[src/hw/rtl/qcg_pkg.sv]
// ----------------------------------------------------------------------------
// qcg_pkg
// Shared widths, configuration and control types, and the constant tables of
// the creep gait offset unit.
// ----------------------------------------------------------------------------
package qcg_pkg;

  localparam int PHASES_DEF = 10;

  localparam int PHASE_W    = 4;
  localparam int DIR_W      = 9;
  localparam int STEP_W     = 8;
  localparam int LEAN_W     = 10;
  localparam int CFG_IDX_W  = 2;
  localparam int CFG_DATA_W = 10;
  localparam int LEG_W      = 2;
  localparam int OFS_W      = 18;
  localparam int Z_W        = 7;

  localparam int LEAN_UNITS = 20;
  localparam int LIFT_Z     = -40;

  localparam int TAB_W      = 16;
  localparam int TRIG_W     = 17;
  localparam int M_W        = 6;
  localparam int SM_W       = STEP_W + 1 + M_W;
  localparam int N_W        = SM_W + TRIG_W;
  localparam int B_W        = 20;
  localparam int Q_W        = B_W + 1;
  localparam int RECIP_SHIFT = 24;
  localparam int RECIP_W    = 24;

  localparam logic [DIR_W-1:0] DIR_LIMIT = 9'd360;

  typedef enum logic [CFG_IDX_W-1:0] {
    REG_WALK_DIR = 2'd0,
    REG_STEP_LEN = 2'd1,
    REG_LEAN_PAT = 2'd2
  } cfg_reg_t;

  typedef struct packed {
    logic [DIR_W-1:0]  dir;
    logic [STEP_W-1:0] step;
    logic [LEAN_W-1:0] lean;
  } cfg_t;

  typedef struct packed {
    logic             valid;
    logic             bad;
    logic             last;
    logic             lift;
    logic [LEG_W-1:0] leg;
  } ctl_t;

  function automatic logic [3:0] lift_slot(input logic [1:0] sector,
                                           input logic [LEG_W-1:0] leg);
    logic [3:0] s;
    begin
      case ({sector, leg})
        4'h0: s = 4'd8;  4'h1: s = 4'd3;  4'h2: s = 4'd0;  4'h3: s = 4'd5;
        4'h4: s = 4'd3;  4'h5: s = 4'd5;  4'h6: s = 4'd8;  4'h7: s = 4'd0;
        4'h8: s = 4'd5;  4'h9: s = 4'd0;  4'hA: s = 4'd3;  4'hB: s = 4'd8;
        4'hC: s = 4'd0;  4'hD: s = 4'd8;  4'hE: s = 4'd5;  4'hF: s = 4'd3;
        default: s = 4'd0;
      endcase
      return s;
    end
  endfunction

  function automatic logic [TAB_W-1:0] sine_q15(input logic [6:0] idx);
    logic [TAB_W-1:0] v;
    begin
      case (idx)
        7'd0:  v = 16'd0;     7'd1:  v = 16'd572;   7'd2:  v = 16'd1144;
        7'd3:  v = 16'd1715;  7'd4:  v = 16'd2286;  7'd5:  v = 16'd2856;
        7'd6:  v = 16'd3425;  7'd7:  v = 16'd3993;  7'd8:  v = 16'd4560;
        7'd9:  v = 16'd5126;  7'd10: v = 16'd5690;  7'd11: v = 16'd6252;
        7'd12: v = 16'd6813;  7'd13: v = 16'd7371;  7'd14: v = 16'd7927;
        7'd15: v = 16'd8481;  7'd16: v = 16'd9032;  7'd17: v = 16'd9580;
        7'd18: v = 16'd10126; 7'd19: v = 16'd10668; 7'd20: v = 16'd11207;
        7'd21: v = 16'd11743; 7'd22: v = 16'd12275; 7'd23: v = 16'd12803;
        7'd24: v = 16'd13328; 7'd25: v = 16'd13848; 7'd26: v = 16'd14365;
        7'd27: v = 16'd14876; 7'd28: v = 16'd15384; 7'd29: v = 16'd15886;
        7'd30: v = 16'd16384; 7'd31: v = 16'd16877; 7'd32: v = 16'd17364;
        7'd33: v = 16'd17847; 7'd34: v = 16'd18324; 7'd35: v = 16'd18795;
        7'd36: v = 16'd19261; 7'd37: v = 16'd19720; 7'd38: v = 16'd20174;
        7'd39: v = 16'd20622; 7'd40: v = 16'd21063; 7'd41: v = 16'd21498;
        7'd42: v = 16'd21926; 7'd43: v = 16'd22348; 7'd44: v = 16'd22763;
        7'd45: v = 16'd23170; 7'd46: v = 16'd23571; 7'd47: v = 16'd23965;
        7'd48: v = 16'd24351; 7'd49: v = 16'd24730; 7'd50: v = 16'd25102;
        7'd51: v = 16'd25466; 7'd52: v = 16'd25822; 7'd53: v = 16'd26170;
        7'd54: v = 16'd26510; 7'd55: v = 16'd26842; 7'd56: v = 16'd27166;
        7'd57: v = 16'd27482; 7'd58: v = 16'd27789; 7'd59: v = 16'd28088;
        7'd60: v = 16'd28378; 7'd61: v = 16'd28660; 7'd62: v = 16'd28932;
        7'd63: v = 16'd29197; 7'd64: v = 16'd29452; 7'd65: v = 16'd29698;
        7'd66: v = 16'd29935; 7'd67: v = 16'd30163; 7'd68: v = 16'd30382;
        7'd69: v = 16'd30592; 7'd70: v = 16'd30792; 7'd71: v = 16'd30983;
        7'd72: v = 16'd31164; 7'd73: v = 16'd31336; 7'd74: v = 16'd31499;
        7'd75: v = 16'd31651; 7'd76: v = 16'd31795; 7'd77: v = 16'd31928;
        7'd78: v = 16'd32052; 7'd79: v = 16'd32166; 7'd80: v = 16'd32270;
        7'd81: v = 16'd32365; 7'd82: v = 16'd32449; 7'd83: v = 16'd32524;
        7'd84: v = 16'd32588; 7'd85: v = 16'd32643; 7'd86: v = 16'd32688;
        7'd87: v = 16'd32723; 7'd88: v = 16'd32748; 7'd89: v = 16'd32763;
        7'd90: v = 16'd32768;
        default: v = 16'd0;
      endcase
      return v;
    end
  endfunction

endpackage

[src/hw/rtl/quadruped_creep_gait_offsets_unit.sv]
// ----------------------------------------------------------------------------
// quadruped_creep_gait_offsets_unit
// Path: holding register, issue register, geometry stages A to D, divider
// stages E and F, output register. The leg sequencer issues one leg per cycle
// when not stalled, four per request or one for a bad request, and takes the
// next request as the last leg of the current one issues.
// Reset (synchronous, rst_n low): pipeline emptied, registers to defaults.
// ----------------------------------------------------------------------------
module quadruped_creep_gait_offsets_unit #(
  parameter int PHASES = qcg_pkg::PHASES_DEF
) (
  input  logic                              clk,
  input  logic                              rst_n,
  input  logic                              cfg_wr_en,
  input  logic [qcg_pkg::CFG_IDX_W-1:0]     cfg_index,
  input  logic [qcg_pkg::CFG_DATA_W-1:0]    cfg_wdata,
  input  logic                              in_valid,
  output logic                              in_stall,
  input  logic [qcg_pkg::PHASE_W-1:0]       in_phase,
  output logic                              out_valid,
  input  logic                              out_stall,
  output logic [qcg_pkg::LEG_W-1:0]         out_leg_index,
  output logic signed [qcg_pkg::OFS_W-1:0]  out_offset_x,
  output logic signed [qcg_pkg::OFS_W-1:0]  out_offset_y,
  output logic signed [qcg_pkg::Z_W-1:0]    out_offset_z,
  output logic                              out_bad_request,
  output logic                              out_last_of_run
);
  import qcg_pkg::*;

  cfg_t                   cfg_r, cfg_nxt;
  logic                   en;
  ctl_t                   s1_ctl, n_ctl, q_ctl;
  logic [PHASE_W-1:0]     s1_phase;
  logic signed [N_W-1:0]  nx, ny;
  logic signed [OFS_W-1:0] qx, qy;

  logic                   out_valid_r;
  logic [LEG_W-1:0]       out_leg_r;
  logic signed [OFS_W-1:0] out_x_r, out_y_r;
  logic signed [Z_W-1:0]  out_z_r;
  logic                   out_bad_r, out_last_r;

  always_comb begin
    cfg_nxt = cfg_r;
    if (cfg_wr_en) begin
      case (cfg_reg_t'(cfg_index))
        REG_WALK_DIR: cfg_nxt.dir  = cfg_wdata[DIR_W-1:0];
        REG_STEP_LEN: cfg_nxt.step = cfg_wdata[STEP_W-1:0];
        REG_LEAN_PAT: cfg_nxt.lean = cfg_wdata[LEAN_W-1:0];
        default:      cfg_nxt = cfg_r;
      endcase
    end
  end

  always_ff @(posedge clk) begin
    if (!rst_n) begin
      cfg_r.dir  <= '0;
      cfg_r.step <= '0;
      cfg_r.lean <= LEAN_W'(124);
    end else begin
      cfg_r <= cfg_nxt;
    end
  end

  assign en = !out_valid_r || !out_stall;

  qcg_issue #(.PHASES(PHASES)) u_issue (
    .clk      (clk),
    .rst_n    (rst_n),
    .en       (en),
    .dir      (cfg_r.dir),
    .in_valid (in_valid),
    .in_stall (in_stall),
    .in_phase (in_phase),
    .s1_ctl   (s1_ctl),
    .s1_phase (s1_phase)
  );

  qcg_geom #(.PHASES(PHASES)) u_geom (
    .clk      (clk),
    .rst_n    (rst_n),
    .en       (en),
    .cfg      (cfg_r),
    .s1_ctl   (s1_ctl),
    .s1_phase (s1_phase),
    .n_ctl    (n_ctl),
    .nx       (nx),
    .ny       (ny)
  );

  qcg_rdiv #(.PHASES(PHASES)) u_rdiv (
    .clk   (clk),
    .rst_n (rst_n),
    .en    (en),
    .n_ctl (n_ctl),
    .nx    (nx),
    .ny    (ny),
    .q_ctl (q_ctl),
    .qx    (qx),
    .qy    (qy)
  );

  always_ff @(posedge clk) begin
    if (!rst_n) begin
      out_valid_r <= 1'b0;
    end else if (en) begin
      out_valid_r <= q_ctl.valid;
    end
  end

  always_ff @(posedge clk) begin
    if (en) begin
      out_leg_r  <= q_ctl.bad ? '0 : q_ctl.leg;
      out_x_r    <= q_ctl.bad ? '0 : qx;
      out_y_r    <= q_ctl.bad ? '0 : qy;
      out_z_r    <= (q_ctl.lift && !q_ctl.bad) ? Z_W'(LIFT_Z) : '0;
      out_bad_r  <= q_ctl.bad;
      out_last_r <= q_ctl.last;
    end
  end

  assign out_valid       = out_valid_r;
  assign out_leg_index   = out_leg_r;
  assign out_offset_x    = out_x_r;
  assign out_offset_y    = out_y_r;
  assign out_offset_z    = out_z_r;
  assign out_bad_request = out_bad_r;
  assign out_last_of_run = out_last_r;

endmodule

[src/hw/rtl/qcg_issue.sv]
// ----------------------------------------------------------------------------
// qcg_issue
// Request holding register and leg sequencer: turns one phase request into
// four leg slots, or one slot for a bad request.
// ----------------------------------------------------------------------------
module qcg_issue #(
  parameter int PHASES = qcg_pkg::PHASES_DEF
) (
  input  logic                         clk,
  input  logic                         rst_n,
  input  logic                         en,
  input  logic [qcg_pkg::DIR_W-1:0]    dir,
  input  logic                         in_valid,
  output logic                         in_stall,
  input  logic [qcg_pkg::PHASE_W-1:0]  in_phase,
  output qcg_pkg::ctl_t                s1_ctl,
  output logic [qcg_pkg::PHASE_W-1:0]  s1_phase
);
  import qcg_pkg::*;

  localparam logic [PHASE_W:0] PHASE_LIMIT = (PHASE_W+1)'(PHASES);

  logic                 hold_r, hold_nxt;
  logic                 bad_r, bad_nxt;
  logic [LEG_W-1:0]     cnt_r, cnt_nxt;
  logic [PHASE_W-1:0]   phase_r, phase_nxt;
  ctl_t                 s1_ctl_r, s1_ctl_nxt;
  logic [PHASE_W-1:0]   s1_phase_r, s1_phase_nxt;
  logic                 last_issue;
  logic                 accept;

  assign last_issue = bad_r || (cnt_r == 2'd3);
  assign in_stall   = !en || (hold_r && !last_issue);
  assign accept     = in_valid && !in_stall;

  always_comb begin
    hold_nxt     = hold_r;
    bad_nxt      = bad_r;
    cnt_nxt      = cnt_r;
    phase_nxt    = phase_r;
    s1_ctl_nxt   = s1_ctl_r;
    s1_phase_nxt = s1_phase_r;
    if (en) begin
      s1_ctl_nxt.valid = hold_r;
      s1_ctl_nxt.bad   = bad_r;
      s1_ctl_nxt.last  = last_issue;
      s1_ctl_nxt.lift  = 1'b0;
      s1_ctl_nxt.leg   = bad_r ? '0 : cnt_r;
      s1_phase_nxt     = phase_r;
      if (hold_r) begin
        cnt_nxt = cnt_r + 2'd1;
        if (last_issue) begin
          hold_nxt = 1'b0;
        end
      end
    end
    if (accept) begin
      hold_nxt  = 1'b1;
      cnt_nxt   = '0;
      phase_nxt = in_phase;
      bad_nxt   = (dir >= DIR_LIMIT) || ({1'b0, in_phase} >= PHASE_LIMIT);
    end
  end

  always_ff @(posedge clk) begin
    if (!rst_n) begin
      hold_r   <= 1'b0;
      bad_r    <= 1'b0;
      cnt_r    <= '0;
      s1_ctl_r <= '0;
    end else begin
      hold_r   <= hold_nxt;
      bad_r    <= bad_nxt;
      cnt_r    <= cnt_nxt;
      s1_ctl_r <= s1_ctl_nxt;
    end
  end

  always_ff @(posedge clk) begin
    phase_r    <= phase_nxt;
    s1_phase_r <= s1_phase_nxt;
  end

  assign s1_ctl   = s1_ctl_r;
  assign s1_phase = s1_phase_r;

endmodule

[src/hw/rtl/qcg_geom.sv]
// ----------------------------------------------------------------------------
// qcg_geom
// Leg geometry pipeline: lift order, local phase and stride factor, sine and
// cosine lookup, products and sums giving the unscaled x and y offsets.
// ----------------------------------------------------------------------------
module qcg_geom #(
  parameter int PHASES = qcg_pkg::PHASES_DEF
) (
  input  logic                              clk,
  input  logic                              rst_n,
  input  logic                              en,
  input  qcg_pkg::cfg_t                     cfg,
  input  qcg_pkg::ctl_t                     s1_ctl,
  input  logic [qcg_pkg::PHASE_W-1:0]       s1_phase,
  output qcg_pkg::ctl_t                     n_ctl,
  output logic signed [qcg_pkg::N_W-1:0]    nx,
  output logic signed [qcg_pkg::N_W-1:0]    ny
);
  import qcg_pkg::*;

  localparam int SPAN = PHASES - 2;
  localparam logic signed [5:0]     PH_S   = 6'(PHASES);
  localparam logic signed [M_W-1:0] M_LP0  = M_W'(SPAN);
  localparam logic signed [M_W-1:0] M_LP1  = M_W'(2 * SPAN);
  localparam logic signed [11:0]    K_LEAN = 12'(2 * SPAN * LEAN_UNITS);

  function automatic logic [7:0] trig_sel(input logic [9:0] d);
    logic [1:0] q;
    logic [9:0] r;
    logic [6:0] idx;
    begin
      if (d < 10'd90) begin
        q = 2'd0;
        r = d;
      end else if (d < 10'd180) begin
        q = 2'd1;
        r = d - 10'd90;
      end else if (d < 10'd270) begin
        q = 2'd2;
        r = d - 10'd180;
      end else begin
        q = 2'd3;
        r = d - 10'd270;
      end
      idx = q[0] ? 7'(10'd90 - r) : r[6:0];
      return {q[1], idx};
    end
  endfunction

  // stage A
  logic [1:0]            sector;
  logic [3:0]            slot;
  logic signed [5:0]     t0, t1, t2;
  logic [3:0]            lp;
  logic signed [M_W-1:0] m;
  logic [15:0]           lean_ext;
  logic [9:0]            dsum, dcos;
  logic [7:0]            ssel, csel;

  ctl_t                  a_ctl_r, a_ctl_nxt;
  logic                  a_lean_r;
  logic signed [M_W-1:0] a_m_r;
  logic [7:0]            a_ssel_r, a_csel_r;

  always_comb begin
    if (cfg.dir > 9'd315 || cfg.dir < 9'd45) begin
      sector = 2'd0;
    end else if (cfg.dir < 9'd135) begin
      sector = 2'd1;
    end else if (cfg.dir < 9'd225) begin
      sector = 2'd2;
    end else begin
      sector = 2'd3;
    end
    slot = lift_slot(sector, s1_ctl.leg);
    t0 = $signed({2'b00, s1_phase}) - $signed({2'b00, slot});
    t1 = (t0 < 0) ? t0 + PH_S : t0;
    t2 = (t1 < 0) ? t1 + PH_S : t1;
    lp = t2[3:0];
    if (lp == 4'd0) begin
      m = M_LP0;
    end else if (lp == 4'd1) begin
      m = M_LP1;
    end else begin
      m = 6'sd2 - $signed({1'b0, lp, 1'b0});
    end
    lean_ext = {6'd0, cfg.lean};
    dsum = {1'b0, cfg.dir} + 10'd90;
    dcos = (dsum >= 10'd360) ? dsum - 10'd360 : dsum;
    ssel = trig_sel({1'b0, cfg.dir});
    csel = trig_sel(dcos);
    a_ctl_nxt      = s1_ctl;
    a_ctl_nxt.lift = (slot == s1_phase);
  end

  // stage B
  logic [TAB_W-1:0]         s_tab, c_tab;
  logic signed [TRIG_W-1:0] sd, cd;
  logic signed [SM_W-1:0]   sm;

  ctl_t                     b_ctl_r;
  logic                     b_lean_r;
  logic signed [TRIG_W-1:0] b_sd_r, b_cd_r;
  logic signed [SM_W-1:0]   b_sm_r;

  always_comb begin
    s_tab = sine_q15(a_ssel_r[6:0]);
    c_tab = sine_q15(a_csel_r[6:0]);
    sd = a_ssel_r[7] ? -$signed({1'b0, s_tab}) : $signed({1'b0, s_tab});
    cd = a_csel_r[7] ? -$signed({1'b0, c_tab}) : $signed({1'b0, c_tab});
    sm = $signed({1'b0, cfg.step}) * a_m_r;
  end

  // stage C
  logic signed [N_W-1:0]   psx, psy;
  logic signed [28:0]      kc, ks;

  ctl_t                    c_ctl_r;
  logic signed [N_W-1:0]   c_psx_r, c_psy_r, c_lx_r, c_ly_r;

  always_comb begin
    psx = b_sm_r * b_sd_r;
    psy = b_sm_r * b_cd_r;
    kc  = K_LEAN * b_cd_r;
    ks  = K_LEAN * b_sd_r;
  end

  // stage D
  ctl_t                    d_ctl_r;
  logic signed [N_W-1:0]   d_nx_r, d_ny_r;

  always_ff @(posedge clk) begin
    if (!rst_n) begin
      a_ctl_r <= '0;
      b_ctl_r <= '0;
      c_ctl_r <= '0;
      d_ctl_r <= '0;
    end else if (en) begin
      a_ctl_r <= a_ctl_nxt;
      b_ctl_r <= a_ctl_r;
      c_ctl_r <= b_ctl_r;
      d_ctl_r <= c_ctl_r;
    end
  end

  always_ff @(posedge clk) begin
    if (en) begin
      a_lean_r <= lean_ext[s1_phase];
      a_m_r    <= m;
      a_ssel_r <= ssel;
      a_csel_r <= csel;
      b_lean_r <= a_lean_r;
      b_sd_r   <= sd;
      b_cd_r   <= cd;
      b_sm_r   <= sm;
      c_psx_r  <= psx;
      c_psy_r  <= psy;
      c_lx_r   <= b_lean_r ? N_W'(kc) : -N_W'(kc);
      c_ly_r   <= b_lean_r ? -N_W'(ks) : N_W'(ks);
      d_nx_r   <= c_lx_r + c_psx_r;
      d_ny_r   <= c_ly_r + c_psy_r;
    end
  end

  assign n_ctl = d_ctl_r;
  assign nx    = d_nx_r;
  assign ny    = d_ny_r;

endmodule

[src/hw/rtl/qcg_rdiv.sv]
// ----------------------------------------------------------------------------
// qcg_rdiv
// Two-lane rounding divider by 256*(PHASES-2): magnitude and half-step bias,
// reciprocal multiply, remainder correction and saturation to 18 bits.
// ----------------------------------------------------------------------------
module qcg_rdiv #(
  parameter int PHASES = qcg_pkg::PHASES_DEF
) (
  input  logic                              clk,
  input  logic                              rst_n,
  input  logic                              en,
  input  qcg_pkg::ctl_t                     n_ctl,
  input  logic signed [qcg_pkg::N_W-1:0]    nx,
  input  logic signed [qcg_pkg::N_W-1:0]    ny,
  output qcg_pkg::ctl_t                     q_ctl,
  output logic signed [qcg_pkg::OFS_W-1:0]  qx,
  output logic signed [qcg_pkg::OFS_W-1:0]  qy
);
  import qcg_pkg::*;

  localparam int SPAN = PHASES - 2;
  localparam logic [N_W-1:0]     HALF_DEN = N_W'(128 * SPAN);
  localparam logic [RECIP_W-1:0] RECIP    = RECIP_W'((1 << RECIP_SHIFT) / SPAN);
  localparam logic [3:0]         SPAN_V   = 4'(SPAN);
  localparam logic [B_W-1:0]     SPAN_B   = B_W'(SPAN);
  localparam logic [Q_W-1:0]     POS_LIM  = Q_W'(131071);
  localparam logic [Q_W-1:0]     NEG_LIM  = Q_W'(131072);

  logic signed [N_W-1:0]       n_in [2];
  logic [N_W-1:0]              mag [2];
  logic [N_W-1:0]              biased [2];
  logic [B_W+RECIP_W-1:0]      prod [2];
  logic [B_W+3:0]              qs [2];
  logic [B_W-1:0]              rem [2];
  logic [Q_W-1:0]              q [2];
  logic signed [OFS_W-1:0]     res [2];

  ctl_t                        e_ctl_r, f_ctl_r;
  logic                        e_neg_r [2];
  logic [B_W-1:0]              e_b_r [2];
  logic                        f_neg_r [2];
  logic [B_W-1:0]              f_b_r [2];
  logic [B_W-1:0]              f_q0_r [2];

  assign n_in[0] = nx;
  assign n_in[1] = ny;

  always_comb begin
    for (int i = 0; i < 2; i++) begin
      mag[i]    = n_in[i][N_W-1] ? N_W'(-n_in[i]) : N_W'(n_in[i]);
      biased[i] = mag[i] + HALF_DEN;
      prod[i]   = e_b_r[i] * RECIP;
      qs[i]     = f_q0_r[i] * SPAN_V;
      rem[i]    = f_b_r[i] - qs[i][B_W-1:0];
      q[i]      = {1'b0, f_q0_r[i]} + ((rem[i] >= SPAN_B) ? Q_W'(1) : Q_W'(0));
      if (!f_neg_r[i]) begin
        res[i] = (q[i] > POS_LIM) ? OFS_W'(POS_LIM) : $signed(q[i][OFS_W-1:0]);
      end else begin
        res[i] = (q[i] > NEG_LIM) ? $signed(NEG_LIM[OFS_W-1:0])
                                  : -$signed(q[i][OFS_W-1:0]);
      end
    end
  end

  always_ff @(posedge clk) begin
    if (!rst_n) begin
      e_ctl_r <= '0;
      f_ctl_r <= '0;
    end else if (en) begin
      e_ctl_r <= n_ctl;
      f_ctl_r <= e_ctl_r;
    end
  end

  always_ff @(posedge clk) begin
    if (en) begin
      for (int i = 0; i < 2; i++) begin
        e_neg_r[i] <= n_in[i][N_W-1];
        e_b_r[i]   <= biased[i][B_W+7:8];
        f_neg_r[i] <= e_neg_r[i];
        f_b_r[i]   <= e_b_r[i];
        f_q0_r[i]  <= prod[i][B_W+RECIP_W-1:RECIP_SHIFT];
      end
    end
  end

  assign q_ctl = f_ctl_r;
  assign qx    = res[0];
  assign qy    = res[1];

endmodule

[config.mk]
export PLATFORM = sky130hd
export DESIGN_NAME = quadruped_creep_gait_offsets_unit
export DESIGN_NICKNAME = d
export VERILOG_FILES = /design/src/hw/rtl/qcg_pkg.sv /design/src/hw/rtl/quadruped_creep_gait_offsets_unit.sv /design/src/hw/rtl/qcg_issue.sv /design/src/hw/rtl/qcg_geom.sv /design/src/hw/rtl/qcg_rdiv.sv
export SDC_FILE = /design/constraint.sdc
export NUM_CORES = 2
export LEC_CHECK = 0
export ABC_AREA = 1
export BUFFER_PORTS_ARGS = -buffer_cell sky130_fd_sc_hd__buf_2
export CAP_MARGIN = 20
export CORE_ASPECT_RATIO = 0.9
export CORE_MARGIN = 4
export CORE_UTILIZATION = 30
export CTS_BUF_LIST = sky130_fd_sc_hd__clkbuf_4
export DETAILED_ROUTE_END_ITERATION = 8
export GPL_TIMING_DRIVEN = 0
export MAX_ROUTING_LAYER = met4
export PLACE_DENSITY = 0.43
export SLEW_MARGIN = 5
export SYNTH_ARGS = -nofsm -noshare
export SYNTH_HDL_FRONTEND = slang
export SYNTH_HIERARCHICAL = 1
export SYNTH_MEMORY_MAX_BITS = 65536
export SYNTH_SLANG_ARGS = --single-unit
[constraint.sdc]
create_clock -name clk -period 35.7 [get_ports clk]
set_input_delay 5.355 -clock clk [delete_from_list [all_inputs] [get_ports clk]]
set_output_delay 5.355 -clock clk [all_outputs]
set_load 0.05 [all_outputs]
==> impl_metrics.toml <==
[cts]
path_clk_slew_ps = 60
post_cts_resized = 0
cts_tree = "built"
cts_buffer_depth = 3
cts.hold.buffers_added = 0
clock_sinks = 466
cts-root-buf = "clkbuf_4"
h-tree-depth = 4
post_cts_buffers = 0
cts_buffers = 144
clk_latency_ps = 1070

[worst_hold_path]
hp-class = "flop to flop"

[critical_path]
cp-endpoint = "in_stall"
r2r_cells = 29
crit_path_end_kind = "primary output"
reg2reg_from = "u_geom/b_sm_r[7]"
r2r_end = "u_geom/c_psy_r[31]"
crit_path_start = "out_stall"
worstPathRequired_ps = 30340
reg2reg_slack_ps = 26810
worst_ep_arrival_time_ps = 6610
start_kind = "primary input"
crit_fanout = 35
path_class = "primary input to primary output"

[run_status]
outcome = "completed"

[sta]
fin_ws_ps = 23730
finalMaxSlewViolations = 0
finalHoldViolations = 0
setup_viol = 0
finalCritPeriodShare = 0.3353
min_period_ps = 11970
slew_headroom = 0.2290
final.setup.tns_ps = 0
finClkSkew_ps = 92.44
rsz0062_at_grt = "false"
tightest_slew_ps = 1156
timing.fmax_ghz = 0.08355

[placement]
hpwl_um = 113900
routabilityCongestion = 0.8814
place_ws_ps = 23720
io_buffers = 63
place_area_um2 = 52160

[die]
coreArea_um2 = 162000
die_x_um = 433.8
num_rows = 140
ios = 70
die_area_um2 = 169700
initial_core_util = 0.3022
die_height_um = 391.2

[route]
num_vias = 38620
routed_wl_um = 142100
dr.pass1.iters = 6
antenna_left = 0
drc = 0
avgRoutedWirePerCell_um = 16.93
via_per_inst = 4.601
drt_iter0_drc = 2474

[finish]
final_cell_mix = "nand2_1, inv_1, fa_1"
n_fill_cell = 17310
final_common_cell = "nand2_1"
area.growth.synth_to_final_pct = 10.39
fin_nets = 7060
design_area_um2 = 54040
layout-drive-gt1-share = 0.09258

[grt]
grt_pass1_wl_um = 223600
overflow = 0
track_usage = 0.1749
grt_max_degree = 67
grt_pass1_vias = 38950
antenna_found_initial = 5

[flow_run]
maxCapViolCount = 0

[logic_synthesis]
synth_cells = 5925
syn_avg_cell_area_um2 = 8.263
syn_area_um2 = 48960
yosys_warnings = 6
## sequential cells by signal, indices dropped and copies added, names as in the netlist, 7 cells and up
name,flops
u_geom/a_ssel_r,8
u_geom/nx,28
out_offset_x,18
u_geom/a_csel_r,7
u_geom/c_ly_r,26
u_rdiv/f_b_r,33
u_rdiv/e_b_r,34
u_geom/c_lx_r,26
u_geom/b_sm_r,14
u_geom/b_cd_r,17
u_geom/c_tab,16
cfg_r,27
u_geom/ny,28
u_geom/b_sd_r,17
u_geom/s_tab,16
u_geom/c_psx_r,31
u_geom/c_psy_r,31
out_offset_y,18
## how the worst min path moves through the flow
stage | start | endpoint | cells past startpoint
floorplan | u_geom/a_lean_r | u_geom/b_lean_r | 0
global placement | u_geom/c_psy_r[5] | u_geom/ny[5] | 0
detailed placement | u_geom/c_psy_r[1] | u_geom/ny[1] | 0
CTS | u_geom/c_psx_r[3] | u_geom/nx[3] | 0
global route | u_geom/c_psx_r[3] | u_geom/nx[3] | 0
finish | u_geom/c_psx_r[3] | u_geom/nx[3] | 0
## layer usage
layer / GRT usage / share of wire / vias up
li1: - / - / 18910
met1: 0.2362 / 0.47 / 18640
met2: 0.2745 / 0.46 / 891
met3: 0.02698 / 0.050 / 179
met4: 0.04493 / 0.023 / 0
met5: - / 0 / -
## critical path: stages
cell and delay (ps):
buf_2 100, nand2_4 320, buf_6 290, nand2_2 100
nand3_2 120, inv_1 60, buf_2 250
## stage by stage
stage / utilization / hold WS (ps) / cells
2_1_floorplan: - / 400.3 / 5929
3_3_place_gp: 0.3206 / 401.2 / 8122
3_5_place_dp: 0.3219 / 404.5 / 8131
4_1_cts: 0.3334 / 339.4 / 8384
5_1_grt: 0.3335 / 349.3 / 8387
6_report: 0.3335 / 359.8 / 8393
## area by class of cell
| type | count | area [µm²] | area share |
|---|---|---|---|
| inverters | 1246 | 4678 | 0.08656 |
| plain buffers | 198 | 932.1 | 0.01725 |
| repair buffers | 72 | 514.2 | 0.009515 |
| clock buffers | 214 | 1607 | 0.02973 |
| well taps | 2130 | 2665 | 0.04931 |
| flip-flops and latches | 466 | 12940 | 0.2395 |
| diodes | 9 | 22.52 | 0.0004167 |
| multi-input cells | 4019 | 30430 | 0.5631 |
| clock inverters | 39 | 251.5 | 0.004653 |
Power is not shown: default switching activity piles up to over one toggle a cycle in this logic, so the estimate is an artifact.
